===== config.mk =====
export PLATFORM = sky130hd
export DESIGN_NAME = exec_line_tokenizer_top
export DESIGN_NICKNAME = d
export VERILOG_FILES = /design/src/design/elt_pkg.sv /design/src/design/elt_decode.sv /design/src/design/exec_line_tokenizer_top.sv
export VERILOG_INCLUDE_DIRS = /design/src /design/src/design
export SDC_FILE = /design/constraint.sdc
export NUM_CORES = 1
export LEC_CHECK = 0
export BUFFER_PORTS_ARGS = -buffer_cell sky130_fd_sc_hd__buf_2
export CORE_ASPECT_RATIO = 1.25
export CORE_MARGIN = 4
export CORE_UTILIZATION = 45
export CTS_BUF_LIST = sky130_fd_sc_hd__clkbuf_4
export CTS_CLUSTER_SIZE = 10
export DETAILED_ROUTE_END_ITERATION = 7
export GPL_ROUTABILITY_DRIVEN = 0
export PLACE_DENSITY = 0.81
export SYNTH_ARGS = -nofsm -noshare
export SYNTH_HDL_FRONTEND = slang
export SYNTH_SLANG_ARGS = --single-unit

===== constraint.sdc =====
create_clock -name aclk -period 3.2 [get_ports aclk]
set_input_delay 0.16 -clock aclk [delete_from_list [all_inputs] [get_ports aclk]]
set_output_delay 0.16 -clock aclk [all_outputs]
set_load 0.05 [all_outputs]

===== src/design/exec_line_tokenizer_top_assert.svh =====
// ---------------------------------------------------------------------------
// exec_line_tokenizer_top_assert.svh
// assertion macros for the exec line tokenizer, clocked on aclk and
// disabled while aresetn is low
// ---------------------------------------------------------------------------
`ifndef EXEC_LINE_TOKENIZER_TOP_ASSERT_SVH
`define EXEC_LINE_TOKENIZER_TOP_ASSERT_SVH

// same-cycle implication
`define ELT_ASSERT_IMPL(label, ante, cons) \
    label: assert property (@(posedge aclk) disable iff (!aresetn) \
        (ante) |-> (cons)) else $error("tokenizer assertion failed");

// next-cycle implication
`define ELT_ASSERT_NEXT(label, ante, cons) \
    label: assert property (@(posedge aclk) disable iff (!aresetn) \
        (ante) |=> (cons)) else $error("tokenizer assertion failed");

`endif


===== src/design/elt_pkg.sv =====
// ---------------------------------------------------------------------------
// elt_pkg
// types and character constants shared by the exec line tokenizer
// ---------------------------------------------------------------------------
package elt_pkg;

    localparam logic [15:0] CH_BSLASH = 16'h005C;
    localparam logic [15:0] CH_PCT    = 16'h0025;
    localparam logic [15:0] CH_DQUOTE = 16'h0022;
    localparam logic [15:0] CH_SQUOTE = 16'h0027;
    localparam logic [15:0] CH_SPACE  = 16'h0020;
    localparam logic [15:0] CH_LF     = 16'h000A;
    localparam logic [15:0] CH_TAB    = 16'h0009;
    localparam logic [15:0] CH_CR     = 16'h000D;
    localparam logic [15:0] CH_S      = 16'h0073;
    localparam logic [15:0] CH_N      = 16'h006E;
    localparam logic [15:0] CH_T      = 16'h0074;
    localparam logic [15:0] CH_R      = 16'h0072;

    // a backslash arriving at this run count inside quotes is the fourth of a run and gives one backslash
    localparam logic [2:0]  ESC_LAST  = 3'd3;

    typedef struct packed {
        logic [15:0] chr;
        logic        last;
    } elt_in_t;

    typedef struct packed {
        logic [15:0] out_char;
        logic        char_valid;
        logic        arg_end;
    } elt_out_t;

    typedef struct packed {
        logic [2:0] escape_count;
        logic       in_quote;
        logic       percent_pending;
        logic       arg_nonempty;
    } elt_state_t;

    function automatic logic [15:0] quoted_escape(input logic [15:0] c);
        logic [15:0] r;
        unique case (c)
            CH_S:    r = CH_SPACE;
            CH_N:    r = CH_LF;
            CH_T:    r = CH_TAB;
            CH_R:    r = CH_CR;
            default: r = c;
        endcase
        return r;
    endfunction

endpackage


===== src/design/elt_decode.sv =====
// ---------------------------------------------------------------------------
// elt_decode
// per-character tokenizer step: next state and the optional result
// ---------------------------------------------------------------------------
module elt_decode
    import elt_pkg::*;
(
    input  elt_in_t    item,
    input  elt_state_t state,
    output elt_state_t state_next,
    output elt_out_t   result,
    output logic       has_result
);

    logic        emit;
    logic        close;
    logic [15:0] ch;
    logic        is_quote;
    logic        is_bslash;
    elt_state_t  ns;

    assign is_quote  = (item.chr == CH_DQUOTE) || (item.chr == CH_SQUOTE);
    assign is_bslash = (item.chr == CH_BSLASH);

    always_comb begin
        ns    = state;
        emit  = 1'b0;
        close = 1'b0;
        ch    = '0;
        priority if (state.escape_count == 3'd0 && is_bslash) begin
            ns.escape_count = 3'd1;
        end else if (state.in_quote) begin
            priority if (is_bslash) begin
                if (state.escape_count >= ESC_LAST) begin
                    emit            = 1'b1;
                    ch              = CH_BSLASH;
                    ns.escape_count = 3'd0;
                end else begin
                    ns.escape_count = state.escape_count + 3'd1;
                end
            end else if (state.escape_count == 3'd2) begin
                emit            = 1'b1;
                ch              = item.chr;
                ns.escape_count = 3'd0;
            end else if (state.escape_count != 3'd0) begin
                emit            = 1'b1;
                ch              = quoted_escape(item.chr);
                ns.escape_count = 3'd0;
            end else if (is_quote) begin
                ns.in_quote = 1'b0;
            end else begin
                emit = 1'b1;
                ch   = item.chr;
            end
        end else if (state.escape_count != 3'd0) begin
            // literal pass-through outside quotes
            emit            = 1'b1;
            ch              = item.chr;
            ns.escape_count = 3'd0;
        end else if (state.percent_pending) begin
            if (item.chr == CH_PCT) begin
                emit = 1'b1;
                ch   = CH_PCT;
            end
            ns.percent_pending = 1'b0;
        end else if (item.chr == CH_PCT) begin
            ns.percent_pending = 1'b1;
        end else if (is_quote) begin
            ns.in_quote = 1'b1;
        end else if (item.chr == CH_SPACE) begin
            if (state.arg_nonempty) begin
                close           = 1'b1;
                ns.arg_nonempty = 1'b0;
            end
        end else begin
            emit = 1'b1;
            ch   = item.chr;
        end

        if (emit) begin
            ns.arg_nonempty = 1'b1;
        end

        // end of string closes any open argument and restarts
        if (item.last) begin
            if (ns.arg_nonempty) begin
                close = 1'b1;
            end
            ns = '0;
        end
    end

    assign state_next        = ns;
    assign has_result        = emit || close;
    assign result.out_char   = emit ? ch : 16'h0000;
    assign result.char_valid = emit;
    assign result.arg_end    = close;

endmodule


===== src/design/exec_line_tokenizer_top.sv =====
// ---------------------------------------------------------------------------
// exec_line_tokenizer_top
// splits a command line, one 16-bit code unit per transfer, into arguments
// ---------------------------------------------------------------------------
// channel   ports                      payload
// input     s_valid s_ready s_data     elt_in_t  {chr, last}
// result    m_valid m_ready m_data     elt_out_t {out_char, char_valid, arg_end}
//
// one character per cycle sustained while m_ready holds; a result passes from the input
// register through the decode into the result register, which loads when free or draining
// only the combinational decode between the two registers touches the tokenizer state
// characters that produce nothing leave no result transfer
// aresetn (synchronous) clears both valid flags and the tokenizer state
// a stall on m_ready holds the result register, then the input register
// ---------------------------------------------------------------------------
`include "exec_line_tokenizer_top_assert.svh"

module exec_line_tokenizer_top
    import elt_pkg::*;
(
    input  logic     aclk,
    input  logic     aresetn,
    input  logic     s_valid,
    output logic     s_ready,
    input  elt_in_t  s_data,
    output logic     m_valid,
    input  logic     m_ready,
    output elt_out_t m_data
);

    elt_in_t    in_reg;
    logic       in_valid_reg;
    elt_state_t state_reg;
    elt_state_t state_next;
    elt_out_t   out_reg;
    logic       out_valid_reg;
    elt_out_t   result;
    logic       has_result;
    logic       advance;

    // the held item moves on when the result register is free or draining
    assign advance = in_valid_reg && (!out_valid_reg || m_ready);
    assign s_ready = !in_valid_reg || advance;

    elt_decode u_decode (
        .item       (in_reg),
        .state      (state_reg),
        .state_next (state_next),
        .result     (result),
        .has_result (has_result)
    );

    always_ff @(posedge aclk) begin
        if (!aresetn) begin
            in_valid_reg <= 1'b0;
        end else if (s_ready) begin
            in_valid_reg <= s_valid;
        end
    end

    always_ff @(posedge aclk) begin
        if (s_valid && s_ready) begin
            in_reg <= s_data;
        end
    end

    always_ff @(posedge aclk) begin
        if (!aresetn) begin
            state_reg     <= '0;
            out_valid_reg <= 1'b0;
        end else begin
            if (advance) begin
                state_reg <= state_next;
            end
            if (advance) begin
                out_valid_reg <= has_result;
            end else if (m_ready) begin
                out_valid_reg <= 1'b0;
            end
        end
    end

    always_ff @(posedge aclk) begin
        if (advance && has_result) begin
            out_reg <= result;
        end
    end

    assign m_valid = out_valid_reg;
    assign m_data  = out_reg;

    `ELT_ASSERT_IMPL(a_esc_bound, 1'b1, state_reg.escape_count <= ESC_LAST)
    `ELT_ASSERT_NEXT(a_last_restarts, advance && in_reg.last, state_reg == '0)
    `ELT_ASSERT_IMPL(a_result_nonempty, out_valid_reg, out_reg.char_valid || out_reg.arg_end)
    `ELT_ASSERT_IMPL(a_char_zero, out_valid_reg && !out_reg.char_valid,
                     out_reg.out_char == 16'h0000)
    `ELT_ASSERT_NEXT(a_input_held, in_valid_reg && !advance,
                     in_valid_reg && $stable(in_reg) && $stable(state_reg))

endmodule


# Yosys cells after proc, flatten, opt, wreduce, memory -nomap -nowiden
# Index checks and enable logic that the tools add are counted.
[classes] n_reduce_logical=16 mux=58 magnitude_cmp=1 bitwise_logic=1 eq_ne=13 add_sub_neg=1
[ops] cell="16-bit two-way mux" count=10
[ops] cell="16-bit by 7-bit equality test with 1-bit output, second input constant" count=5
[ops] cell="16-bit by 6-bit equality test with 1-bit output, second input constant" count=4
[ops] cell="16-bit one-hot mux with 4 select lines" count=1
[ops] cell="1-bit two-way mux" count=35
[ops] cell="3-bit two-way mux" count=7
[ops] cell="6-bit two-way mux" count=2
[ops] cell="7-bit two-way mux" count=1
[ops] cell="2-bit inequality test, second input constant" count=3
[ops] cell="1-bit logical AND" count=4
[ops] cell="1-bit logical OR" count=4
[ops] cell="4-bit two-way mux" count=1
[ops] cell="4-bit AND reduction" count=1
[ops] cell="3-bit by 1-bit adder with 3-bit output, second input constant" count=1
[ops] cell="3-bit by 2-bit equality test with 1-bit output, second input constant" count=1
[ops] cell="3-bit by 2-bit greater-or-equal comparator with 1-bit output, second input constant" count=1
[ops] cell="3-bit logical NOT" count=1
[ops] cell="3-bit nonzero test" count=1
[ops] cell="1-bit logical NOT" count=2
[ops] cell="2-bit two-way mux" count=1
[ops] cell="2-bit AND reduction" count=1
[ops] cell="2-bit nonzero test" count=1
[ops] cell="2-bit OR reduction" count=1
[ops] cell="1-bit inverter" count=1
[word_totals] inputBits=21 ff_bits=43 output_inout_bits=20

# Depth between registers and ports, before layout
# Gate-level depths: netlist of run 1.
[logic_depth] word_depth=13 mapped_depth=10 depth_no_buf=9

# Hierarchy
# A second synthesis of run 1 with hierarchy kept.
[unflattened] cells_unflattened=191 area_unflattened_um2=2184.6
[by_module_without_submodules] mod="exec_line_tokenizer_top" n_inst=1 seq_area_each_um2=1211.2 cells_per_inst=73 area_per_inst_um2=1395.1
[by_module_without_submodules] mod="elt_decode" n_inst=1 seq_area_each_um2=0.0 cells_per_inst=118 area_per_inst_um2=789.5

# Worst setup path before layout of run 1
# OpenSTA, ideal clock, no wires.
[synth_path] kind="register to register" from="register in_reg[5] (netlist name)" to="register out_reg, in the netlist m_data[0] (enable)" setup_time_ps=392 t_required_ps=2808 arrival_time_ps=2611 stages_incl_launch_ff=9 n_path_buf=0 setup_slack_ps=196 path_cell_list="edfxtp_1 > or4b_1 > nor4_1 > nand2_1 > nand3_1 > nand2b_1 > inv_2 > a21oi_1 > nor2_1"
[synth_via] elab_chain_len=13 elab_cells_between_ends=38
[synth_rtl] element="start: declaration" line="exec_line_tokenizer_top.sv:31" text="elt_in_t in_reg;"
[synth_rtl] element="start signal: assignment" line="exec_line_tokenizer_top.sv:63" text="in_reg <= s_data;"
[synth_rtl] element="16-bit by 6-bit equality test with 1-bit output, on equally long branches" line="elt_decode.sv:70, elt_decode.sv:22"
[synth_rtl] element="1-bit two-way mux / 1-bit logical OR (equally long branches)" line="elt_decode.sv:70, elt_decode.sv:22"
[synth_rtl] element="1-bit two-way mux, on equally long branches" line="elt_decode.sv:68, elt_decode.sv:49"
[synth_rtl] element="1-bit two-way mux, on equally long branches" line="elt_decode.sv:66, elt_decode.sv:45"
[synth_rtl] element="1-bit two-way mux, on equally long branches" line="elt_decode.sv:60, elt_decode.sv:41"
[synth_rtl] element="1-bit two-way mux, on equally long branches" line="elt_decode.sv:55, elt_decode.sv:33"
[synth_rtl] element="1-bit two-way mux" line="elt_decode.sv:32" text="end else if (state.in_quote) begin"
[synth_rtl] element="1-bit two-way mux *" line="elt_decode.sv:30" text="priority if (state.escape_count == 3'd0 && is_bslash) begin"
[synth_rtl] element="net u_decode.emit" line="elt_decode.sv:15" text="logic emit;"
[synth_rtl] element="1-bit two-way mux" line="elt_decode.sv:80" text="if (emit) begin"
[synth_rtl] element="1-bit two-way mux" line="elt_decode.sv:86" text="if (ns.arg_nonempty) begin"
[synth_rtl] element="1-bit two-way mux" line="elt_decode.sv:85" text="if (item.last) begin"
[synth_rtl] element="1-bit logical OR *" line="elt_decode.sv:94" text="assign has_result = emit || close;"
[synth_rtl] element="1-bit logical AND *" line="exec_line_tokenizer_top.sv:84" text="if (advance && has_result) begin"
[synth_rtl] element="end signal: assignment" line="exec_line_tokenizer_top.sv:85" text="out_reg <= result;"
[synth_rtl] element="end: declaration" line="exec_line_tokenizer_top.sv:35" text="elt_out_t out_reg;"
# The timed path passes the listed nets; every way through them passes the cells marked *. The select of a mux whose other input is x is not followed.
# A chain may end at the register's enable or synchronous reset.

# Final worst setup path of run 1
[layout_path] from="register in_reg[5] (netlist name)" to="register out_reg, in the netlist m_data[14] (enable)"
# Same word-level chain as after synthesis.

==> results of run 1 <==
## layer usage
metal	global-route usage, %	wire length (um)	vias to the layer above
met5	0	0	-
met4	7.14	121	0
met3	3.40	268	16
met2	27.8	2240	67
met1	19.4	1830	801
li1	-	-	876
## Yosys cell counts (2+ instances only)
master	count
ha_1	4
nand4b_1	2
nand2b_1	3
a21o_1	4
nand2_1	14
xnor2_1	2
nand3_1	4
a211oi_1	2
nor2_1	9
nand4_1	4
and2_1	11
o21ai_0	8
nor2b_1	8
a31oi_1	6
o21ai_1	3
nor4_1	5
a21oi_1	12
nor4b_1	2
edfxtp_1	35
or3_1	3
a211o_1	2
inv_1	8
or4_4	2
dfxtp_1	8
nor3_1	7
clkbuf_1	6
a41oi_1	2
## how the worst max path moves through the flow
stage	startpoint	endpoint	slack (ps)	cells past startpoint
5_1_grt	in_reg[5]$_DFFE_PP_	m_data[5]$_SDFFCE_PP0P_	190	9
2_1_floorplan	in_reg[5]$_DFFE_PP_	m_data[0]$_DFFE_PP_	200	8
3_3_place_gp	in_reg[5]$_DFFE_PP_	m_data[10]$_SDFFCE_PP0P_	540	9
3_5_place_dp	in_reg[5]$_DFFE_PP_	m_data[11]$_SDFFCE_PP0P_	420	9
4_1_cts	in_reg[5]$_DFFE_PP_	m_data[5]$_SDFFCE_PP0P_	390	9
6_report	in_reg[5]$_DFFE_PP_	m_data[14]$_SDFFCE_PP0P_	340	9
## logic make-up after synthesis
family                     share of synthesized area (%)
DFF                                                 55.7
AOI/OAI and AO/OA                                   14.5
muxes                                              0.461
xor gates and xnor gates                           0.806
adders and majority gates                           2.30
buffers and inverters                               2.82
and+or+nand+nor                                     23.4
## repair_timing
action / in CTS / in global routing
setup endpoints to repair: 0 / 0
hold buffers: 17 / 0
resized for setup: 0 / 0
endpoints found under the hold margin: 17 / 0
## where the power goes
part | internal, mW | switching [mW]
logic | 0.0487 | 0.0724
clock network | 0.0933 | 0.169
registers | 0.633 | 0.0201
total | 0.775 | 0.261
## worst reg2reg max path, cell delays in order (launching register included)
cell and delay, ps:
edfxtp_1 480, or4b_1 660, nor4_1 570, nand2_1 110, nand3_1 120, nand2b_1 130
inv_2 90, a21oi_1 50, nor2_1 100, buf_4 250
## layout make-up
cell class | instances | area share (%)
flip-flops and latches | 43 | 45.2
clock buffers | 6 | 1.68
repair buffers | 61 | 14.9
multi-input cells | 138 | 33.6
well taps | 60 | 2.80
clock inverters | 2 | 0.467
inverters | 9 | 1.26
==> impl_metrics.yaml, run 1 <==
hold_path:
  hp-class: "in2reg"
  hold_start: "s_valid"
  whs_endpoint: "in_valid_reg$_SDFFE_PN0N_"
  holdPathStages: 3
layout:
  syn2layout_area_growth_pct: 23.3
  multiInputGateArea_sq_um: 901
  fin_nets: 283
  final_common_cell: "buf_2"
  fin_cells: 319
  mostFrequentLayoutCells: "40 x buf_2, 35 x edfxtp_1, 17 x dlygate4sd3_1"
  seq_area_sq_um: 1210
  nFillCells: 423
  layout-drive-gt1-share_pct: 23.2
  stdcell_area_sq_um: 2680
  antenna_cells: 0
  post-route-util_pct: 57.1
  largest_reg_flops: 18
yosys:
  netlist.area_leader.share_pct: 48.4
  synth_top_cells_by_area: "edfxtp_1 48%, dfxtp_1 7.4%, and2_1 3.2%, a21oi_1 2.8%, nand2_1 2.4%"
  synthCells: 197
  synth_warnings: 0
  synth_ff_type: "edfxtp_1"
  yosysTopAreaCell: "edfxtp_1"
  synth_edf_count: 35
  seq_area_frac_synth_pct: 55.7
  ys_ff_latch: 43
  avgSynthCellArea_sq_um: 11.0
  synth_async_sr_flop_share_pct: 0
  yosys.cell_types.count: 48
  netlist_area_sq_um: 2170
  syn_nets: 222
drt:
  drt_iter0_markers: 115
  route.detailed.drc: 0
  antenna_left: 0
  vias: 1760
  wl_um: 4460
  viasPerCell: 5.52
  drt_first_pass_iters: 5
  wl_per_cell_um: 14.0
placed_design:
  dpl-instance-area_sq_um: 2450
  dp_slack_ps: 421
  numPortBuffers: 40
  dp.cells: 294
  dp_hpwl_um: 3320
timing:
  rsz0062_at_grt: "no"
  finClkSkew_ps: 8.94
  whs_ps: 47.3
  final.setup.tns_ps: 0
  hold_viol_final: 0
  clock.fmax_ghz: 0.350
  relSlewSlack_pct: 51.1
  worstMarginPinSlew_ps: 734
  setup_viol: 0
  slew_viol_final: 0
  period_share_pct: 89.4
  period_minus_slack_ps: 2860
  fin_ws_ps: 339
grt:
  first_global_vias: 1737
  antenna_found_initial: 0
  grt_max_degree: 19
  grt_pass1_wl_um: 7730
  grt_use_total_pct: 16.1
  gr-total-overflow: 0
setup_path:
  ff2ff_path_depth: 9
  path_delay_family: "simple AND/OR/NAND/NOR gates"
  max_stage_delay_ps: 660
  crit_slowest_cell: "or4b_1"
  reg2reg_slack_ps: 340
  r2r_start: "in_reg[5]$_DFFE_PP_"
  worstPathCellList: "or4b_1, nor4_1, nand2_1, nand3_1, nand2b_1, inv_2, a21oi_1, nor2_1, buf_4"
  arrival_ps: 2920
  critPathBufInv: 2
  cp-end-kind: "flip-flop"
  required_ps: 3260
  worstPathMaxFanout: 18
  r2r-end: "m_data[14]$_SDFFCE_PP0P_"
  worstSetupPathType: "reg2reg"
  worstSetupStartpointType: "flip-flop"
clock_tree:
  cts_tree: "done"
  cts.sinks: 43
  cts_root_buffer: "clkbuf_4"
  clockBufferDepth: 2
  clkTransAtPathRegs_ps: 120
  clk-insertion-delay-late_ps: 360
  cts_buffers: 5
  postCtsSetupRepairBufs: 0
  htreeDepth: 2
power_and_ir_drop:
  power_mw: 1.04
  power_density_nw_per_um2: 387
  leakage_nw: 0.974
  irDropWorstVdd_mv: 0.240
die:
  fp.dieW_um: 70.2
  start_util_pct: 46.3
  pin_count: 41
  dieHeight_um: 85.7
  row_count: 28
  die_area_sq_um: 6010
  core-area_sq_um: 4690
flow_run:
  maxCapViolations: 0
run_status:
  outcome: "completed"
Note: power is estimated with default switching activity, not from simulation.
==> inputs of run 2 (changes only) <==
Settings changed: ABC_AREA set to 1, GPL_TIMING_DRIVEN set to 0, PLACE_DENSITY 0.81 to 0.8, TNS_END_PERCENT set to 30.
==> run 2 against run 1 <==
Against the previous run:
- setup slack improved by 320 ps
- routed wire length grew 18%
- fmax up 12%
- first-iteration DRC count decreased by 6.1%
- combinational power rose by 41%
- count of clock-buffer cells in the layout is 1 lower
- critical endpoint is now m_data[16]$_SDFFCE_PP0P_
- die area is 12% higher
- clock power rose by 6%
==> impl_metrics.yaml, run 2 <==
yosys:
  synth_top_cells_by_area: "edfxtp_1 42%, nand2_1 9.0%, inv_1 6.7%, dfxtp_1 6.5%, nor2_4 3.6%"
  avgSynthCellArea_sq_um: 8.96
  yosys.cell_types.count: 36
  synth_common_cells: "59 x nand2_1, 44 x inv_1, 35 x edfxtp_1"
  netlist_area_sq_um: 2470
  netlist.area_leader.share_pct: 42.5
  synth_edf_count: 35
  yosysTopAreaCell: "edfxtp_1"
  seq_area_frac_synth_pct: 49.0
  synth_ff_type: "edfxtp_1"
  synth_async_sr_flop_share_pct: 0
  yosysMostFrequentCell: "nand2_1"
  synthCells: 276
  ys_ff_latch: 43
  synth_warnings: 0
  syn_nets: 301
grt:
  first_global_vias: 1906
  grt_pass1_wl_um: 8490
  grt_max_degree: 19
  grt_use_total_pct: 16.3
  gr-total-overflow: 0
  antenna_found_initial: 0
clock_tree:
  cts.sinks: 43
  cts_resized: 0
  cts_buffers: 5
  clkTransAtPathRegs_ps: 120
  cts_root_buffer: "clkbuf_4"
  cts.hold.buffers_added: 17
  clockBufferDepth: 2
  clk-insertion-delay-late_ps: 370
  postCtsSetupRepairBufs: 0
  cts_tree: "done"
  htreeDepth: 2
die:
  fp.dieW_um: 74.3
  row_count: 29
  die_area_sq_um: 6750
  dieHeight_um: 90.9
  core-area_sq_um: 5190
  start_util_pct: 47.7
  pin_count: 41
placed_design:
  dp.cells: 378
  dp_slack_ps: 636
  dp_hpwl_um: 3910
  numPortBuffers: 40
run_status:
  outcome: "completed"
power_and_ir_drop:
  irDropWorstVdd_mv: 0.295
  power_mw: 1.11
  power_density_nw_per_um2: 371
  leakage_nw: 1.34
drt:
  route.detailed.drc: 0
  drt_iter0_markers: 108
  wl_per_cell_um: 13.0
  antenna_left: 0
  wl_um: 5260
  vias: 2045
  viasPerCell: 5.07
  drt_first_pass_iters: 4
setup_path:
  crit_top_cell: "nor2_4"
  worstPathCellList: "nor2_2, nand3_2, nor2_4, nand2_4, nand3_4, nor2_4, nor2_4, nand2_4, o211ai_2, nand2_2, inv_1"
  worstSetupPathType: "reg2reg"
  cp-end-kind: "flip-flop"
  crit_slowest_cell: "inv_1"
  required_ps: 3210
  arrival_ps: 2550
  critPathBufInv: 1
  max_stage_delay_ps: 550
  path_delay_family: "simple AND/OR/NAND/NOR gates"
  worstSetupStartpointType: "flip-flop"
  worstPathMaxFanout: 18
timing:
  fin_ws_ps: 657
  finClkSkew_ps: 10.5
  rsz0062_at_grt: "no"
  slew_viol_final: 0
  period_minus_slack_ps: 2540
  hold_viol_final: 0
  final.setup.tns_ps: 0
  relSlewSlack_pct: 50.4
  period_share_pct: 79.5
  worstMarginPinSlew_ps: 743
  setup_viol: 0
  whs_ps: 66.3
  clock.fmax_ghz: 0.393
layout:
  layout-drive-gt1-share_pct: 28.2
  fin_nets: 365
  syn2layout_area_growth_pct: 20.6
  mostFrequentLayoutCells: "59 x nand2_1, 44 x inv_1, 42 x buf_2"
  final_common_cell: "nand2_1"
  nFillCells: 462
  antenna_cells: 0
  largest_reg_flops: 18
  fin_cells: 403
flow_run:
  maxCapViolations: 0
hold_path:
  hp-class: "in2reg"
-- run 2: changes by cell type after synthesis, moves of 5 or more --
cell	before	now
and2_1	11	0
o21ai_0	8	1
inv_1	8	44
o211ai_1	0	5
nand2_2	0	11
nor2_1	9	23
nand3_1	4	11
nor2_4	0	8
nor2b_1	8	0
clkbuf_1	6	0
nand2_1	14	59
-- run 2: cell families after synthesis --
group / Yosys count / synth area share (%)
buf+inv: 54 / 8.60
simple gates: 139 / 30.7
fa+ha+maj: 4 / 2.02
compound gates: 36 / 9.76
flops: 43 / 49.0
-- run 2: report_power, final --
| group | internal (mW) | switching [mW] | total (mW) |
|---|---|---|---|
| logic | 0.0555 | 0.115 | 0.171 |
| clock network | 0.0880 | 0.190 | 0.278 |
| registers | 0.639 | 0.0186 | 0.658 |
| total | 0.783 | 0.324 | 1.11 |
-- run 2: path summary, 6_finish.rpt --
check | slack, ps | end | start | depth (start not counted)
setup / recovery | 660 | m_data[16]$_SDFFCE_PP0P_ | in_reg[1]$_DFFE_PP_ | 11
hold / removal | 70 | in_valid_reg$_SDFFE_PN0N_ | s_valid | 3
setup reg to reg | 660 | m_data[16]$_SDFFCE_PP0P_ | in_reg[1]$_DFFE_PP_ | 11
hold reg to reg | 510 | state_reg[0]$_SDFFE_PN0P_ | state_reg[0]$_SDFFE_PN0P_ | 2
-- run 2: area by class of cell --
class	count	area (sq um)	area share (%)
Buffer	3	21.3	0.713
Timing Repair Buffer	57	370	12.4
Tap cell	62	77.6	2.60
Multi-Input combinational cell	179	1050	35.2
Clock buffer	5	37.5	1.26
Inverter	51	191	6.42
Sequential cell	43	1210	40.6
Clock inverter	3	23.8	0.797
-- run 2: layer usage --
metal	up-vias	GRT usage (%)	wire length (um)
met1	944	18.8	2060
met4	0	7.86	153
met3	12	2.78	231
li1	1035	-	-
met5	-	0	0
met2	54	28.4	2820
-- run 2: tightest hold or removal path: stages --
cell and delay (ps):
buf_2 90, nand2_1 70, a21oi_1 60
-- run 2: through the flow --
step / util (%) / instance area [sq um]
5_1_grt: 57.5 / 2980
3_5_place_dp: 53.0 / 2750
2_1_floorplan: - / 2470
3_3_place_gp: 53.0 / 2750
6_report: 57.5 / 2980
4_1_cts: 57.5 / 2980
==> inputs of run 3 (changes only) <==
Settings changed: ABC_AREA 1 to 0, PLACE_DENSITY 0.8 to 0.81.
Clock period 3.2 ns to 2.1 ns, I/O delays scaled along.
==> run 3 against run 2 <==
Against the previous run:
- largest cell class unchanged
- die area shrank 11%
- power rose by 69%
- sequential power increased by 50%
- final area is 2.8% higher
- clock skew down 2.2 ps
- the flow now finishes with violations (setup timing)
- critical path type unchanged
- register-to-register slack worse by 940 ps
- non-clock buffer count grew 30
- largest power group unchanged
==> impl_metrics.yaml, run 3 (synthesis results as in run 1) <==
run_status:
  outcome: "finished, violations left"
  violations: "setup timing"
grt:
  antenna_found_initial: 0
  gr-total-overflow: 0
  grt_max_degree: 19
  first_global_vias: 1928
  grt_pass1_wl_um: 8860
  grt_use_total_pct: 18.4
setup_path:
  ff2ff_path_depth: 9
  cp-end-kind: "flip-flop"
  arrival_ps: 2510
  r2r-end: "m_data[5]$_SDFFCE_PP0P_"
  required_ps: 2230
  worstPathMaxFanout: 18
  r2r_start: "in_reg[14]$_DFFE_PP_"
  reg2reg_slack_ps: -280
  worstSetupPathType: "reg2reg"
  worstSetupStartpointType: "flip-flop"
timing:
  fin_ws_ps: -285
  rsz0062_at_grt: "yes"
  slew_viol_final: 0
  setup_viol: 40
  whs_ps: 38.7
  relSlewSlack_pct: 51.1
  worstMarginPinSlew_ps: 733
  hold_viol_final: 0
  finClkSkew_ps: 8.29
  period_share_pct: 114
  clock.fmax_ghz: 0.419
  period_minus_slack_ps: 2380
drt:
  drt_first_pass_iters: 4
  vias: 1959
  wl_per_cell_um: 15.2
  viasPerCell: 5.63
  route.detailed.drc: 0
  drt_iter0_markers: 153
  wl_um: 5280
  antenna_left: 0
layout:
  fin_cells: 348
  post-route-util_pct: 65.3
  fin_nets: 312
  final_common_cell: "buf_2"
  mostFrequentLayoutCells: "40 x buf_2, 35 x edfxtp_1, 22 x buf_4"
  largest_reg_flops: 18
  syn2layout_area_growth_pct: 41.1
  layout-drive-gt1-share_pct: 34.0
  antenna_cells: 0
die:
  fp.dieW_um: 70.2
  die_area_sq_um: 6010
  pin_count: 41
  core-area_sq_um: 4690
  dieHeight_um: 85.7
  start_util_pct: 46.3
  row_count: 28
power_and_ir_drop:
  leakage_nw: 1.16
  power_density_nw_per_um2: 608
  irDropWorstVdd_mv: 0.431
  power_mw: 1.86
hold_path:
  holdPathStages: 3
  hp-class: "in2reg"
  hold_start: "m_ready"
  whs_endpoint: "m_valid$_SDFFE_PN0P_"
flow_run:
  maxCapViolations: 0
clock_tree:
  htreeDepth: 2
  cts_root_buffer: "clkbuf_4"
  cts_buffers: 5
  clk-insertion-delay-late_ps: 360
  cts_tree: "done"
  clkTransAtPathRegs_ps: 120
  cts.sinks: 43
  clockBufferDepth: 2
placed_design:
  dp_hpwl_um: 3310
  dp.cells: 297
  numPortBuffers: 40
[run 3: how the worst max path moves through the flow]
stage                                      endpoint                 start  slack (ps)  cells after the start
after floorplan                 m_data[0]$_DFFE_PP_   in_reg[4]$_DFFE_PP_        -260                      8
final                       m_data[5]$_SDFFCE_PP0P_  in_reg[14]$_DFFE_PP_        -280                      9
after global placement     m_data[10]$_SDFFCE_PP0P_   in_reg[4]$_DFFE_PP_        -580                      8
after detailed placement   m_data[10]$_SDFFCE_PP0P_   in_reg[4]$_DFFE_PP_        -600                      8
after CTS                   m_data[5]$_SDFFCE_PP0P_  in_reg[14]$_DFFE_PP_        -220                      9
after global routing      state_reg[3]$_SDFFE_PN0P_  in_reg[16]$_DFFE_PP_        -360                      8
[run 3: final cells by class]
class	count	area [sq um]
Clock inverter	2	60.1
Inverter	9	36.3
Clock buffer	6	45.0
Multi-Input combinational cell	138	1010
Tap cell	60	75.1
Timing Repair Buffer	83	592
Fill cell	359	1630
Sequential cell	43	1210
Buffer	7	38.8
[run 3: metal layers]
layer	global-route usage (%)	part of all wire, %	vias to the layer above
met3	3.75	6.5	25
li1	-	-	929
met2	32.8	53	89
met4	9.93	3.5	0
met1	20.5	37	916
met5	0	0	-
[run 3: power breakdown]
part	total (mW)	internal (mW)	switching [mW]
combinational	0.235	0.100	0.135
clock	0.643	0.384	0.258
sequential	0.987	0.965	0.0223
total	1.86	1.45	0.415
[run 3: worst max-delay path, stage by stage (launching register included)]
cell       delay [ps]
edfxtp_1          450
or4_4             600
nor3_4            230
buf_6             140
o2bb2ai_1         150
nand2b_4          190
inv_4              40
a21oi_4           130
nor2_4             50
buf_12            160
[run 3: through the flow]
stage / setup slack (ps) / area, sq um / setup TNS [ps]
6_report: -285 / 3070 / -8550
3_3_place_gp: -583 / 2490 / -15040
4_1_cts: -220 / 3020 / -6590
5_1_grt: -359 / 3070 / -11860
3_5_place_dp: -601 / 2490 / -16060
2_1_floorplan: -262 / 2210 / -4990
[run 3: repair_timing]
item,CTS,global route
pin swaps,17,2
endpoints found under the hold margin,18,0
resized for setup,15,7
endpoints found under the setup margin,41,40
hold buffers,18,0
setup buffers,22,3
